File: config.mk
export PLATFORM = sky130hd
export DESIGN_NAME = sbcs_front
export DESIGN_NICKNAME = d
export VERILOG_FILES = /design/src/hw/rtl/sbcs_pkg.sv /design/src/hw/rtl/sbcs_front.sv
export SDC_FILE = /design/constraint.sdc
export NUM_CORES = 1
export LEC_CHECK = 0
export BUFFER_PORTS_ARGS = -buffer_cell sky130_fd_sc_hd__buf_4
export CAP_MARGIN = 20
export CORE_ASPECT_RATIO = 1.2
export CORE_MARGIN = 2
export CORE_UTILIZATION = 51
export DETAILED_ROUTE_END_ITERATION = 16
export PLACE_DENSITY = 0.75
export SLEW_MARGIN = 5
export SYNTH_ARGS = -nofsm -noshare
export SYNTH_HDL_FRONTEND = slang
export SYNTH_SLANG_ARGS = --single-unit
File: constraint.sdc
create_clock -name clk -period 3.7 [get_ports clk]
set_input_delay 0.185 -clock clk [delete_from_list [all_inputs] [get_ports clk]]
set_output_delay 0.185 -clock clk [all_outputs]
set_load 0.05 [all_outputs]
File: src/hw/rtl/sbcs_pkg.sv
// shared types and constants for the servo bus command scheduler
`default_nettype none
package sbcs_pkg;
  localparam int unsigned SCAN_LIMIT = 254;
  localparam int unsigned NUM_SLOTS = 256;
  localparam int unsigned QUEUE_DEPTH = 4;

  typedef enum logic [2:0] {
    OP_SET_MODE = 3'd0, OP_SET_POS = 3'd1, OP_SET_MAXVEL = 3'd2, OP_SET_VEL = 3'd3,
    OP_DISABLE = 3'd4, OP_ENABLE = 3'd5, OP_SERVICE = 3'd6, OP_READ_REPLY = 3'd7
  } op_t;

  localparam logic [2:0] CMD_READ = 3'd0;
  localparam logic [2:0] CMD_SET_POS = 3'd1;
  localparam logic [2:0] CMD_SET_MODE = 3'd2;
  localparam logic [2:0] CMD_SET_VEL = 3'd3;
  localparam logic [2:0] CMD_DISABLE = 3'd4;

  localparam logic [1:0] ST_UNMANAGED = 2'd0;
  localparam logic [1:0] ST_ENABLING = 2'd1;
  localparam logic [1:0] ST_DISABLING = 2'd2;
  localparam logic [1:0] ST_ON = 2'd3;

  localparam logic [1:0] CM_POSITION = 2'd0;
  localparam logic [1:0] CM_VELOCITY = 2'd1;

  localparam logic [0:0] REG_SERVOS_DISABLED = 1'd0;
  localparam logic [0:0] REG_RESEND_PERIOD = 1'd1;
  localparam logic [3:0] RESEND_RESET = 4'd10;

  // one classified request passed from front to back
  typedef struct packed {
    op_t         op;
    logic [7:0]  servo_id;
    logic [1:0]  control_mode;
    logic [15:0] value;
    logic        read_ok;
  } req_t;
endpackage
`default_nettype wire

File: src/hw/rtl/sbcs_front.sv
// front end: takes requests, drops no-op ones, queues the rest
`default_nettype none
module sbcs_front (
  input  wire logic          clk,
  input  wire logic          rst,
  input  wire logic          start,
  output logic               busy,
  input  wire logic [2:0]    mode,
  input  wire logic [7:0]    servo_id,
  input  wire logic [1:0]    control_mode,
  input  wire logic [15:0]   value,
  input  wire logic          read_ok,
  input  wire logic          servos_disabled,
  output sbcs_pkg::req_t     req,
  output logic               req_valid,
  input  wire logic          req_take
);
  localparam int unsigned AW = $clog2(sbcs_pkg::QUEUE_DEPTH);
  sbcs_pkg::req_t q [sbcs_pkg::QUEUE_DEPTH];
  logic [AW-1:0] wp, rp;
  logic [AW:0] cnt;
  logic acc, keep;

  assign busy = (cnt == (AW+1)'(sbcs_pkg::QUEUE_DEPTH));
  assign acc = start && !busy;
  // service and read reply do nothing while servos are disabled
  assign keep = !(servos_disabled && (mode == sbcs_pkg::OP_SERVICE ||
                                      mode == sbcs_pkg::OP_READ_REPLY));
  assign req_valid = (cnt != '0);
  assign req = q[rp];

  // queue storage and pointers
  always_ff @(posedge clk) begin
    if (rst) begin
      wp <= '0;
      rp <= '0;
      cnt <= '0;
    end else begin
      if (acc && keep) begin
        q[wp] <= '{op: sbcs_pkg::op_t'(mode), servo_id: servo_id,
                   control_mode: control_mode, value: value, read_ok: read_ok};
        wp <= wp + 1'b1;
      end
      if (req_take) rp <= rp + 1'b1;
      cnt <= cnt + (AW+1)'(acc && keep) - (AW+1)'(req_take);
    end
  end
endmodule
`default_nettype wire

After elaboration in Yosys (flattened, before gate mapping). Memories as Yosys holds them, arrays and structs flattened. A register that Yosys moved wholly into a read port is not among the register bits. Index checks and enable logic that the tools add are counted.

Bits in registers: 7. Memories kept: 1. Memory bits (read-only): 0. Latch bits: 0. Output and inout port bits: 32. Bits in writable memories: 120. Logic and storage cells: 23.

Memory list: q (depth 4, bits a word 30, rd ports 1, clocked after memory_dff 1, wr ports 1, line sbcs_front.sv:19) `sbcs_pkg::req_t q [sbcs_pkg::QUEUE_DEPTH];`.

Magnitude comparators: 0. Mux-type cells: 5. Shift operators: 0. Bitwise gates (word level): 0. Div/mod/pow operators: 0. Multipliers: 0. Reductions and logical operators: 7. Add/sub/neg operators: 4. Equal/unequal tests: 3.

Operators by type and width (count): $eq 3x3->1 const B (3); $add 2x1->2 const B (2); $mux 2 (2); $add 3x1->3 (1); $logic_and 1x1->1 (3); $mux 1 (3); $reduce_bool 3->1 (1); $sub 3x1->3 (1); $logic_not 1->1 (2); $logic_or 1x1->1 (1).

Depth between registers and ports, before layout.
Depth after elaboration: 8. Mapped depth: 10. Depth with buffers taken out: 10.

Least setup slack after synthesis. OpenSTA, ideal clock, no wires.

Path type: reg-to-reg. Start: register cnt[1]. End: memory q[3][0] (netlist bit) (enable). Clock period less this slack: 3.478 ns. Library setup time: 0.461 ns. Path buffers: 0. Slack: 0.222 ns. Arrival time: 3.017 ns. Cell stages (with the launch flop): 5. Cells stage by stage: dfxtp_1 or3b_1 and3_4 inv_1 nor3b_1.

Word-level cells in the longest chain between the ends: 7.

Ends and longest elaborated chain: start: declaration (line sbcs_front.sv:21) `logic [AW:0] cnt;`; start signal: assignment (line sbcs_front.sv:45) `cnt <= cnt + (AW+1)'(acc && keep) - (AW+1)'(req_take);`; $eq 3x3->1 (line sbcs_front.sv:24) `assign busy = (cnt == (AW+1)'(sbcs_pkg::QUEUE_DEPTH));`; $logic_not 1->1 (line sbcs_front.sv:25) `assign acc = start && !busy;`; $logic_and 1x1->1 (line sbcs_front.sv:25); $logic_and 1x1->1 (line sbcs_front.sv:39) `if (acc && keep) begin`; $mux 1 (line sbcs_front.sv:39); $mux 1 (line sbcs_front.sv:34) `if (rst) begin`; $mux 1 (not written as such) (line sbcs_front.sv:40) `q[wp] <= '{op: sbcs_pkg::op_t'(mode), servo_id: servo_id,`; end: declaration (line sbcs_front.sv:19).

No other way between the ends.

==> key figures <==
Status
  – Status: finished clean

Timing
  – Final hold violations: 0
  – Post-Route Skew: 0.00457 ns
  – RSZ-0062 raised after global routing: no
  – Final worst-path cycle share: roughly 71%
  – Worst-margin pin slew: 0.797 ns
  – Setup TNS: 0 ns
  – Final Setup Violations: 0
  – Slew Limit Fails: 0
  – Peak Freq: 380 MHz
  – Slew margin rel.: 46.8%
  – Final min period: roughly 2.6 ns
  – Setup slack after layout: between 1 and 1.5 ns

Layout
  – Antenna cells: 0
  – Share of cells above drive strength 1: 43.0%
  – Layout overhead on the synthesized area: 34.6%
  – Post-layout util: 70.9%
  – Most common cell after layout, fill and taps aside: edfxtp_1
  – Fillcell total: roughly 560
  – Commonest non-fill, non-tap cells in the layout: edfxtp_1, buf_4, dlygate4sd3_1, mux4_2, clkbuf_16
  – Nets: 364
  – Finished Layout Cells: roughly 460

Detailed routing
  – Post-Route WL: 8230 um
  – Detailed Routing Iterations Pass 1: 4
  – Post-DR vias/cell: just over 5
  – Via count: ~2,300
  – DRC viols: 0
  – Drt initial violations: approximately 170
  – Number of routed nets with antenna violations: 0
  – Routed wire per std cell: 18.1 um

Logic synthesis
  – Mean post-synth cell area: 23.3 sq um
  – Syn Nets: 247
  – Mapped Cells: approximately 210
  – Netlist cell types: 21
  – Post-Syn Area: roughly 0.0048 sq mm
  – Yosys Warn Count: 0
  – Register bit total from synthesis: 129
  – Seq/Total Area, Yosys: 79.1%

Global routing
  – Antenna violations before repair: 0
  – Total GRT Usage: 17.6%
  – Vias in the first global route: 2,455
  – Grt ovf: 0
  – First-pass GRT wire length: 12,600 um
  – Largest net degree at the start of global routing: 31

Place
  – Place WS: ~1.3 ns
  – Placer Congestion: 0.710
  – PortBufs: 66
  – Dpl cells: 391
  – Hpwl dp: 4860 um

Clock network
  – Clock-pin slew on the worst setup and hold paths: 0.06 ns
  – Post-CTS Resized: 0
  – CTS tree: built
  – Latest clock arrival within the worst-skew pair: ~0.5 ns
  – H-Tree Level Count: 4
  – Clock root cell: clkbuf_8
  – Clock tree buffer depth: 2
  – Num Clock Sinks: 129
  – Post-CTS setup buffers: 0
  – Clock buffer count from CTS: 17

Worst setup path
  – Worst r2r src: cnt[1]
  – CP Max Fanout: 22
  – CP startpoint kind: flip-flop
  – Setup CP Type: flip-flop to output port
  – Critical Path RT: 3.51 ns
  – CP arrival: 2.45 ns
  – Crit. End Element: output port

Die
  – Die Y: 110 um
  – I/O Pins: 67
  – Placeable core region: 0.00908 sq mm
  – Die Wd: 92.4 um
  – Initial Utilization: 52.7%
  – Die area: slightly above 0.01 sq mm
  – Num rows: 38

Power and ir drop
  – Pwr Density: 634 mW/mm^2
  – Leak pwr: about 2.3 nW
  – Max VDD drop: 0.512 mV

Worst hold path
  – Hold WC Path Type: input pin to flip-flop
  – Hold wc startpoint: start

Run
  – Max Cap Violations: 0
==> final timing paths <==
check	depth (start not counted)	slack, ns	to
setup / recovery	3	1.07	req[15]
hold / removal	3	0.07	wp[1]
setup reg to reg	10	1.33	cnt[2]
hold reg to reg	2	0.54	wp[1]
==> through the flow <==
stage | cell area [sq um] | hold WS, ns | power [mW]
2_1_floorplan | 4780 | 0.284 | 2.18
5_1_grt | 6440 | 0.0408 | 4.22
3_5_place_dp | 5500 | 0.390 | 2.38
6_report | 6440 | 0.0698 | 4.08
3_3_place_gp | 5500 | 0.385 | 2.37
4_1_cts | 6440 | 0.0405 | 4.12
==> power by group <==
part	internal (mW)	switching (mW)
Combinational	0.261	0.378
Sequential	1.68	0.0536
Clock	1.10	0.606
Total	3.04	1.04
==> sequential cells by signal (all words and copies together), names as in the netlist, named ones only <==
name  count
wp        2
cnt       3
rp        2
q       120
==> routing by layer <==
layer,track usage (%),share of wire [%],vias up
met5,0,0,-
met4,6.50,0.74,0
met2,30.3,54,74
met1,20.8,40,1192
met3,5.98,4.7,6
li1,-,-,1075
==> logic make-up (layout without fill, tap and decap cells) <==
group	after synthesis	after routing	share of synthesized area, %
DFF	129	129	79.1
muxes	32	32	14.6
and+or+nand+nor	19	19	2.38
buffers and inverters	14	144	1.18
adders and majority gates	7	7	1.99
xor gates and xnor gates	4	4	0.732
==> worst max-delay path, stage by stage (launching register included) <==
cell and delay (ns):
dfxtp_2 0.85, buf_4 0.35, mux4_2 0.53, buf_4 0.21
==> cells in the mapped netlist <==
library cell	number	area, sq um
mux2_4	1	15.0
nor3b_1	4	30.0
nand2b_1	2	12.5
nor2_1	6	22.5
xor2_1	1	8.76
nor2b_1	2	12.5
clkbuf_1	4	15.0
xnor2_1	3	26.3
and3_4	1	11.3
or3b_1	1	8.76
edfxtp_1	120	3600
mux2i_1	1	10.0
nand2_1	1	3.75
or3_2	1	7.51
buf_2	3	15.0
ha_1	6	75.1
inv_1	7	26.3
mux4_2	30	676
fa_1	1	20.0
nand3_1	1	5.00
dfxtp_1	9	180
==> timing repair <==
item | CTS | global route
setup endpoints to repair | 0 | 0
hold endpoints to repair | 127 | 0
hold buffers | 32 | 0
==> final cells by class <==
cell class              count  area (sq um)  share of cell area, %
flip-flops and latches    129          3790                   58.8
multi-input cells          62           965                   15.0
repair buffers            105           893                   13.9
clock buffers              17           414                   6.43
clock inverters            15           205                   3.19
well taps                 120           150                   2.33
inverters                   7          26.3                  0.408
(Power assumes the default switching activity.)
